===== src/rtl/assert_macros.svh =====
// Assertion macros for the segmenter RTL (included by sas_merge)
`ifndef ASSERT_MACROS_SVH
`define ASSERT_MACROS_SVH

`ifndef NO_ASSERTIONS

`define SAS_ASSERT(lbl, prop, msg) \
  lbl: assert property (@(posedge clk) disable iff (!rst_n) prop) else $error(msg);

`define SAS_ASSERT_ALWAYS(lbl, prop, msg) \
  lbl: assert property (@(posedge clk) prop) else $error(msg);

`else

`define SAS_ASSERT(lbl, prop, msg)

`define SAS_ASSERT_ALWAYS(lbl, prop, msg)

`endif

`endif


===== src/rtl/sas_pkg.sv =====
// Types and constants for the speaker activity segmenter
`timescale 1ns / 1ps
`default_nettype none

package sas_pkg;

  localparam int NUM_SPEAKERS = 4;
  localparam int FRAME_BITS   = 32;
  localparam int CNT_W        = 32;
  localparam int PROB_W       = 16;
  localparam int SPK_W        = 2;

  localparam logic [CNT_W-1:0] CNT_MAX   = {CNT_W{1'b1}};
  localparam logic [CNT_W-1:0] FRAME_MAX = (FRAME_BITS >= CNT_W) ? {CNT_W{1'b1}} :
                                           CNT_W'((64'd1 << FRAME_BITS) - 64'd1);
  localparam logic [PROB_W-1:0] THRESHOLD_RST = 16'h8000;

  localparam logic OP_FRAME = 1'b0;
  localparam logic OP_FLUSH = 1'b1;

  typedef enum logic [1:0] {
    KIND_SEG    = 2'd0,
    KIND_SPK    = 2'd1,
    KIND_STREAM = 2'd2
  } kind_t;

  typedef struct packed {
    logic              op;
    logic [PROB_W-1:0] prob_a;
    logic [PROB_W-1:0] prob_b;
    logic [PROB_W-1:0] prob_c;
    logic [PROB_W-1:0] prob_d;
  } in_beat_t;

  typedef struct packed {
    kind_t             kind;
    logic [SPK_W-1:0]  speaker;
    logic [CNT_W-1:0]  start_frame;
    logic [CNT_W-1:0]  end_frame;
    logic [CNT_W-1:0]  tally;
    logic              last;
  } out_beat_t;

  typedef struct packed {
    logic             fire;
    logic [CNT_W-1:0] start;
    logic [CNT_W-1:0] total;
  } lane_rpt_t;

  typedef struct packed {
    logic                                load;
    logic                                flush;
    logic [NUM_SPEAKERS-1:0]             fire;
    logic [NUM_SPEAKERS-1:0][CNT_W-1:0]  start;
    logic [NUM_SPEAKERS-1:0][CNT_W-1:0]  total;
    logic [CNT_W-1:0]                    frame_idx;
    logic [CNT_W-1:0]                    seg_total;
  } snap_load_t;

endpackage

`default_nettype wire


===== src/rtl/sas_lane.sv =====
// One speaker lane: threshold compare, segment tracking, active-frame total
`timescale 1ns / 1ps
`default_nettype none

module sas_lane
  import sas_pkg::*;
(
  input  wire logic              clk,
  input  wire logic              rst_n,
  input  wire logic [PROB_W-1:0] thr,
  input  wire logic [PROB_W-1:0] prob,
  input  wire logic              frame_go,
  input  wire logic              flush_go,
  input  wire logic [CNT_W-1:0]  frame_idx,
  output lane_rpt_t              rpt
);

  logic             active_r, active_nxt;
  logic [CNT_W-1:0] start_r, start_nxt;
  logic [CNT_W-1:0] total_r, total_nxt;
  logic             hit;

  assign hit = prob > thr;

  always_comb begin
    active_nxt = active_r;
    start_nxt  = start_r;
    total_nxt  = total_r;
    rpt.fire   = 1'b0;
    rpt.start  = start_r;
    rpt.total  = total_r;
    if (flush_go) begin
      rpt.fire   = active_r;
      active_nxt = 1'b0;
      start_nxt  = '0;
      total_nxt  = '0;
    end else if (frame_go) begin
      if (hit) begin
        total_nxt = (total_r == CNT_MAX) ? total_r : total_r + 1'b1;
        if (!active_r) begin
          active_nxt = 1'b1;
          start_nxt  = frame_idx;
        end
      end else if (active_r) begin
        active_nxt = 1'b0;
        rpt.fire   = 1'b1;
      end
    end
  end

  always_ff @(posedge clk) begin
    if (!rst_n) begin
      active_r <= 1'b0;
      start_r  <= '0;
      total_r  <= '0;
    end else begin
      active_r <= active_nxt;
      start_r  <= start_nxt;
      total_r  <= total_nxt;
    end
  end

endmodule

`default_nettype wire


===== src/rtl/sas_merge.sv =====
// Result snapshot and merge: picks lane results in order, one beat per cycle while the output is not stalled
`timescale 1ns / 1ps
`default_nettype none

`include "assert_macros.svh"

module sas_merge
  import sas_pkg::*;
(
  input  wire logic       clk,
  input  wire logic       rst_n,
  input  wire snap_load_t ld,
  output logic            busy,
  output logic            out_valid,
  input  wire logic       out_stall,
  output out_beat_t       out_beat
);

  localparam int PEND_W = 2 * NUM_SPEAKERS + 1;

  logic [NUM_SPEAKERS-1:0]            seg_pend_r, tot_pend_r;
  logic                               str_pend_r;
  logic [NUM_SPEAKERS-1:0][CNT_W-1:0] start_r, total_r;
  logic [CNT_W-1:0]                   end_r, segs_r;

  logic [PEND_W-1:0]       pend_vec;
  logic                    any_pend, adv, last;
  logic [NUM_SPEAKERS-1:0] seg_clr, tot_clr;
  logic                    str_clr;
  out_beat_t               pick;
  logic                    out_valid_r;
  out_beat_t               out_beat_r;
  logic                    stream_out, seg_out;

  assign pend_vec = {str_pend_r, tot_pend_r, seg_pend_r};
  assign any_pend = |pend_vec;
  assign last     = ((pend_vec & (pend_vec - 1'b1)) == '0);
  assign adv      = any_pend && (!out_valid_r || !out_stall);
  assign busy     = any_pend;

  // lowest slot first; segments before speaker totals before stream totals
  always_comb begin
    seg_clr          = '0;
    tot_clr          = '0;
    str_clr          = 1'b1;
    pick.kind        = KIND_STREAM;
    pick.speaker     = '0;
    pick.start_frame = '0;
    pick.end_frame   = end_r;
    pick.tally       = segs_r;
    pick.last        = last;
    for (int i = NUM_SPEAKERS - 1; i >= 0; i--) begin
      if (tot_pend_r[i]) begin
        str_clr          = 1'b0;
        tot_clr          = '0;
        tot_clr[i]       = 1'b1;
        pick.kind        = KIND_SPK;
        pick.speaker     = SPK_W'(i);
        pick.start_frame = '0;
        pick.end_frame   = '0;
        pick.tally       = total_r[i];
      end
    end
    for (int i = NUM_SPEAKERS - 1; i >= 0; i--) begin
      if (seg_pend_r[i]) begin
        str_clr          = 1'b0;
        tot_clr          = '0;
        seg_clr          = '0;
        seg_clr[i]       = 1'b1;
        pick.kind        = KIND_SEG;
        pick.speaker     = SPK_W'(i);
        pick.start_frame = start_r[i];
        pick.end_frame   = end_r;
        pick.tally       = '0;
      end
    end
  end

  always_ff @(posedge clk) begin
    if (!rst_n) begin
      seg_pend_r <= '0;
      tot_pend_r <= '0;
      str_pend_r <= 1'b0;
    end else if (ld.load) begin
      seg_pend_r <= ld.fire;
      tot_pend_r <= {NUM_SPEAKERS{ld.flush}};
      str_pend_r <= ld.flush;
    end else if (adv) begin
      seg_pend_r <= seg_pend_r & ~seg_clr;
      tot_pend_r <= tot_pend_r & ~tot_clr;
      str_pend_r <= str_pend_r & ~str_clr;
    end
  end

  always_ff @(posedge clk) begin
    if (ld.load) begin
      start_r <= ld.start;
      total_r <= ld.total;
      end_r   <= ld.frame_idx;
      segs_r  <= ld.seg_total;
    end
  end

  always_ff @(posedge clk) begin
    if (!rst_n) begin
      out_valid_r <= 1'b0;
    end else if (!out_valid_r || !out_stall) begin
      out_valid_r <= any_pend;
    end
  end

  always_ff @(posedge clk) begin
    if (adv) begin
      out_beat_r <= pick;
    end
  end

  assign out_valid = out_valid_r;
  assign out_beat  = out_beat_r;

  assign stream_out = out_valid_r && (out_beat_r.kind == KIND_STREAM);
  assign seg_out    = out_valid_r && (out_beat_r.kind == KIND_SEG);

  `SAS_ASSERT(a_load_idle, ld.load |-> !any_pend, "snapshot loaded while results pending")
  `SAS_ASSERT(a_drain_one, adv |=> $onehot($past(pend_vec) & ~pend_vec), "bad drain step")
  `SAS_ASSERT(a_stream_last, stream_out |-> out_beat_r.last, "stream beat without last")
  `SAS_ASSERT(a_seg_tally, seg_out |-> out_beat_r.tally == '0, "segment beat with nonzero tally")

endmodule

`default_nettype wire


===== src/rtl/speaker_activity_segmenter_core.sv =====
// Speaker activity segmenter: four threshold lanes, stream counters, result merge
// Results are captured into pending registers when the input beat is accepted, then leave through the output register.
// Input stall: input is held while results of the last accepted beat are pending (closed
// segments; on a flush also speaker and stream totals); a frame closing none is not held.
// The next input is taken while the final result still waits in the output register.
// Reset (rst_n low, synchronous) clears all lane state and counters; threshold = 0x8000.
`timescale 1ns / 1ps
`default_nettype none

module speaker_activity_segmenter_core
  import sas_pkg::*;
(
  input  wire logic              clk,
  input  wire logic              rst_n,
  input  wire logic              cfg_we,
  input  wire logic [PROB_W-1:0] cfg_wdata,
  input  wire logic              in_valid,
  output logic                   in_stall,
  input  wire in_beat_t          in_beat,
  output logic                   out_valid,
  input  wire logic              out_stall,
  output out_beat_t              out_beat
);

  logic [PROB_W-1:0] thr_r;
  logic [CNT_W-1:0]  frame_cnt_r, frame_cnt_nxt;
  logic [CNT_W-1:0]  seg_cnt_r, seg_cnt_nxt;
  logic              busy, accept, frame_go, flush_go;
  logic [2:0]        n_fire;
  logic [CNT_W:0]    seg_sum;
  logic [CNT_W-1:0]  seg_sat;

  logic [3:0][PROB_W-1:0]      probs;
  lane_rpt_t [NUM_SPEAKERS-1:0] rpt;
  snap_load_t                   ld;

  assign accept   = in_valid && !busy;
  assign frame_go = accept && (in_beat.op == OP_FRAME);
  assign flush_go = accept && (in_beat.op == OP_FLUSH);
  assign in_stall = busy;
  assign probs    = {in_beat.prob_d, in_beat.prob_c, in_beat.prob_b, in_beat.prob_a};

  always_ff @(posedge clk) begin
    if (!rst_n) begin
      thr_r <= THRESHOLD_RST;
    end else if (cfg_we) begin
      thr_r <= cfg_wdata;
    end
  end

  for (genvar g = 0; g < NUM_SPEAKERS; g++) begin : g_lane
    sas_lane u_lane (
      .clk       (clk),
      .rst_n     (rst_n),
      .thr       (thr_r),
      .prob      (probs[g]),
      .frame_go  (frame_go),
      .flush_go  (flush_go),
      .frame_idx (frame_cnt_r),
      .rpt       (rpt[g])
    );
  end

  always_comb begin
    n_fire = '0;
    for (int i = 0; i < NUM_SPEAKERS; i++) begin
      n_fire = n_fire + 3'(rpt[i].fire);
    end
  end

  assign seg_sum = {1'b0, seg_cnt_r} + (CNT_W+1)'(n_fire);
  assign seg_sat = seg_sum[CNT_W] ? CNT_MAX : seg_sum[CNT_W-1:0];

  always_comb begin
    frame_cnt_nxt = frame_cnt_r;
    seg_cnt_nxt   = seg_cnt_r;
    if (flush_go) begin
      frame_cnt_nxt = '0;
      seg_cnt_nxt   = '0;
    end else if (frame_go) begin
      frame_cnt_nxt = (frame_cnt_r >= FRAME_MAX) ? FRAME_MAX : frame_cnt_r + 1'b1;
      seg_cnt_nxt   = seg_sat;
    end
  end

  always_ff @(posedge clk) begin
    if (!rst_n) begin
      frame_cnt_r <= '0;
      seg_cnt_r   <= '0;
    end else begin
      frame_cnt_r <= frame_cnt_nxt;
      seg_cnt_r   <= seg_cnt_nxt;
    end
  end

  always_comb begin
    ld.load      = accept;
    ld.flush     = flush_go;
    ld.frame_idx = frame_cnt_r;
    ld.seg_total = seg_sat;
    for (int i = 0; i < NUM_SPEAKERS; i++) begin
      ld.fire[i]  = rpt[i].fire;
      ld.start[i] = rpt[i].start;
      ld.total[i] = rpt[i].total;
    end
  end

  sas_merge u_merge (
    .clk       (clk),
    .rst_n     (rst_n),
    .ld        (ld),
    .busy      (busy),
    .out_valid (out_valid),
    .out_stall (out_stall),
    .out_beat  (out_beat)
  );

endmodule

`default_nettype wire


===== config.mk =====
export PLATFORM = sky130hd
export DESIGN_NAME = speaker_activity_segmenter_core
export DESIGN_NICKNAME = d
export VERILOG_FILES = /design/src/rtl/sas_pkg.sv /design/src/rtl/sas_lane.sv /design/src/rtl/sas_merge.sv /design/src/rtl/speaker_activity_segmenter_core.sv
export VERILOG_INCLUDE_DIRS = /design/src /design/src/rtl
export SDC_FILE = /design/constraint.sdc
export NUM_CORES = 1
export LEC_CHECK = 0
export BUFFER_PORTS_ARGS = -buffer_cell sky130_fd_sc_hd__buf_2
export CORE_ASPECT_RATIO = 1.75
export CORE_UTILIZATION = 65
export CTS_BUF_LIST = sky130_fd_sc_hd__clkbuf_4
export CTS_CLUSTER_DIAMETER = 50
export DETAILED_ROUTE_END_ITERATION = 7
export GPL_TIMING_DRIVEN = 0
export PLACE_DENSITY_LB_ADDON = 0.25
export SYNTH_ARGS = -nofsm -noshare
export SYNTH_HDL_FRONTEND = slang
export SYNTH_SLANG_ARGS = --single-unit

===== constraint.sdc =====
create_clock -name clk -period 42.6 [get_ports clk]
set_clock_uncertainty 0.2 [all_clocks]
set_input_delay 6.39 -clock clk [delete_from_list [all_inputs] [get_ports clk]]
set_output_delay 6.39 -clock clk [all_outputs]
set_load 0.05 [all_outputs]

==> out/qor.csv <==
stage,metric,value,unit
run_status,status,"complete, no violations",
worst_setup_path,crit_top_cell,clkbuf_1,
worst_setup_path,path_buf_inv,8,
timing,fmax,76.3,MHz
clock_network,clock_sinks,771,
clock_network,cts_root_buf,clkbuf_4,
global_routing,grt_usage,0.370,
die,die_area,0.0505,mm^2
drt,drc,0,
pwr,switching_share,0.387,
clock_network,cts_buffers,168,
job,timing.max_cap.violations,0,
timing,worstMarginPinSlew,1.43,ns
pwr,p_int,0.00153,W
logic_synthesis,synth_edf_count,421,
pwr,seqPwrFrac,0.457,
global_routing,use_met1,0.373,
cells_and_area,nets,3570,
timing,final_hold_viol_count,0,
cells_and_area,final_util,0.748,
clock_network,hold_buffers,0,
cells_and_area,drive_gt1_frac,0.148,
timing,maxSlewViolCount,0,
logic_synthesis,syn_inst,3045,
logic_synthesis,syn-cell-area,0.0322,mm^2
pwr,ir_drop,0.0692,mV
logic_synthesis,ys.flop_type,edfxtp_1,
global_routing,busiest_layer,met2,
worst_setup_path,worstPathRequired,42.81,ns
worst_setup_path,endpoint_kind,flop,
worst_setup_path,crit_arrival,13.32,ns
die,core,0.0489,mm^2
global_routing,use_met2,0.642,
die,die_h,297,um
timing,maxSlewHeadroom,0.0394,
worst_setup_path,cpLargestDelayFamily,buffers and inverters,
global_routing,grt_start_max_net_pins,77,
logic_synthesis,synth_warnings,0,
drt,vias,25567,
placement,io_buffers,186,
worst_setup_path,cpPeakStageDelay,0.86,ns
die,floorplan.io_pins,189,
clock_network,post-cts-setup-buffers,0,
die,die_x,170,um
placement,place.gp.congestion,1.08,
logic_synthesis,ys_ff_latch,771,
timing,period_share,0.308,
clock_network,cts_resized,0,
clock_network,clkTransAtPathRegs,0.07,ns
cells_and_area,layout-area-overhead-vs-synth,13.4,%
worst_setup_path,critical_path_class,in2reg,
pwr,p_switching,0.000967,W
pwr,clock_power_share,0.237,
drt,drt_first_iter_violations,2396,
worst_setup_path,worst_path_max_delay_cell,nor4_2,
worst_setup_path,cp-start-kind,input pin,
global_routing,grt_first_pass_wirelength,139,mm
logic_synthesis,ys_types,78,
cells_and_area,instances_no_fill,4208,
clock_network,cts_tree,yes,
logic_synthesis,seq_area_frac_synth,0.610,
clock_network,clk_path_buf_depth,3,
worst_setup_path,crit_chain,"buf_2, ha_1, nor2b_1, o211ai_1, a2111oi_0, nor4_2, clkbuf_1, clkbuf_1, o31ai_1, nor2_1, fa_1, inv_1, fa_1, inv_1, fa_1, and4_1, clkbuf_1, nand3_1, or3_1, clkbuf_1, clkbuf_1, o21ai_0",
pwr,power_density,68.3,mW/mm^2
worst_setup_path,worstPathMaxFanout,10,
drt,drtPass1Iterations,7,
logic_synthesis,synth_fp_nets,3204,
timing,rsz0062_at_grt,no,
timing,min_period,13.11,ns
clock_network,clock_latency,0.90,ns
timing,finalSetupViolCount,0,
pwr,totalPowerFinal,0.00250,W
placement,dpl.cell_count,3895,
timing,setup-tns-final,0,ns
pwr,leakage,13.0,nW
hold_path,hp-class,reg2reg,
global_routing,overflow,0,
drt,final_antenna_net_count,0,
placement,place_hpwl,67.9,mm
pwr,power_frac_comb,0.306,
die,start_util,0.660,
logic_synthesis,synthArstFlopShare,0,
logic_synthesis,syn_avg_cell_area,10.6,um^2
die,rows,107,
global_routing,grt_pass1_vias,25670,
drt,viasPerCell,6.08,
drt,wl,92.5,mm
clock_network,htreeDepth,4,
global_routing,antenna_found_initial,4,
drt,wire_per_inst,22.0,um
global_routing,met3_usage,0.0722,
worst register-to-register path, stage by stage, from the launching register on:
cell and delay (ns):
dfxtp_1 0.31, clkbuf_1 0.24, nor4_2 0.82, nand2_1 0.31, nor2_1 0.40, nand2_1 0.39
inv_1 0.41, clkbuf_1 0.63, clkbuf_4 0.54, buf_16 0.34, o31ai_1 0.19, nor2_1 0.29
fa_1 0.48, inv_1 0.09, fa_1 0.26, inv_1 0.08, fa_1 0.48, and4_1 0.25
clkbuf_1 0.19, nand3_1 0.21, or3_1 0.13, clkbuf_1 0.39, clkbuf_1 0.48, o21ai_0 0.68
power by group through the flow:
| stage | combinational, W | sequential (W) | clock [W] |
|---|---|---|---|
| after CTS | 0.000752 | 0.00114 | 0.000597 |
| after detailed placement | 0.000751 | 0.00115 | 0 |
| final | 0.000764 | 0.00114 | 0.000592 |
| after global placement | 0.000704 | 0.00126 | 0 |
| after global routing | 0.000804 | 0.00116 | 0.000631 |
| after floorplan | 0.000308 | 0.00138 | 0 |
final timing paths:
check	depth (start not counted)	start	end	slack, ns
worst max-delay path	22	in_beat[49]	u_merge.segs_r[6]$_DFFE_PP_	29.49
worst min-delay path	0	g_lane[3].u_lane.start_r[17]$_SDFFE_PP0P_	u_merge.start_r[113]$_DFFE_PP_	0.21
worst max register to register	23	u_merge.tot_pend_r[0]$_SDFFE_PN0P_	u_merge.segs_r[6]$_DFFE_PP_	33.33
worst min register to register	0	g_lane[3].u_lane.start_r[17]$_SDFFE_PP0P_	u_merge.start_r[113]$_DFFE_PP_	0.21
cell type report:
cell class / instances / area, um^2
inverters: 46 / 175
fillers: 3363 / 12300
plain buffers: 189 / 739
repair buffers: 196 / 1130
flip-flops and latches: 771 / 19600
well taps: 654 / 818
diodes: 3 / 7.51
multi-input cells: 2039 / 11700
clock inverters: 46 / 320
clock buffers: 264 / 1980
cells in the mapped netlist, types with 15 or more instances:
master / number / area, um^2
a21oi_1: 306 / 1530
a221oi_1: 15 / 131
a22oi_1: 49 / 368
and2_1: 16 / 100
and3_1: 49 / 307
and4_1: 16 / 140
buf_1: 16 / 60.1
clkbuf_1: 167 / 627
dfxtp_1: 350 / 7010
edfxtp_1: 421 / 12600
ha_1: 70 / 876
inv_1: 46 / 173
mux2i_1: 58 / 581
nand2_1: 463 / 1740
nand2b_1: 15 / 93.8
nand3_1: 78 / 390
nand4_1: 66 / 413
nor2_1: 279 / 1050
nor2b_1: 58 / 363
nor3_1: 66 / 330
nor4_1: 17 / 106
o21ai_0: 112 / 561
or3_1: 21 / 131
xnor2_1: 74 / 648
xor2_1: 49 / 429
stage by stage:
stage	hold slack, ns	instance area, um^2	worst slack [ns]
floorplan	0.206	32200	22.53
global placement	0.211	34000	16.75
detailed placement	0.211	34200	29.06
CTS	0.209	36500	29.97
global route	0.212	36500	29.34
finish	0.210	36500	29.49
per-layer routing:
metal  wire length [um]  part of all wire  up-vias
li1                   -                 -    11729
met1              30100              0.33    12065
met2              47100              0.51     1355
met3               6550             0.071      416
met4               8700             0.094        2
met5                 11           0.00012        -
flip-flops by register name (all words and copies together), names as in the netlist:
name,count
g_lane.u_lane.start_r,128
g_lane.u_lane.total_r,128
u_merge.start_r,128
u_merge.total_r,128
u_merge.out_beat,101
frame_cnt_r,32
seg_cnt_r,32
u_merge.end_r,32
u_merge.segs_r,32
thr_r,16
g_lane.u_lane.active_r,4
u_merge.seg_pend_r,4
u_merge.tot_pend_r,4
u_merge.out_valid,1
u_merge.str_pend_r,1
cells in the final DEF, fill, tap and decap left out, types with 21 or more instances in the layout:
cell type	count
nand2_1	463
nor2b_1	58
ha_1	70
a21oi_1	306
clkinv_1	22
xor2_1	49
inv_1	45
nand4_1	66
buf_2	188
clkbuf_1	166
nand3_1	78
mux2i_1	58
a22oi_1	49
o21ai_0	112
or3_1	21
xnor2_1	74
nor3_1	66
clkbuf_4	265
dfxtp_1	350
nor2_1	279
edfxtp_1	421
and3_1	49
cells by family (layout without fill, tap and decap cells):
family	after synthesis	count (layout)	synth area share
buffers and inverters	235	741	0.0282
XOR/XNOR	123	123	0.0334
adder cells (fa/ha/maj)	74	74	0.0293
flip-flops	771	771	0.610
other	0	3	0
AND/OR/NAND/NOR	1195	1195	0.174
multiplexers	59	59	0.0184
AO/OA/AOI/OAI	588	588	0.107
Note: power is estimated with default switching activity, not from simulation.
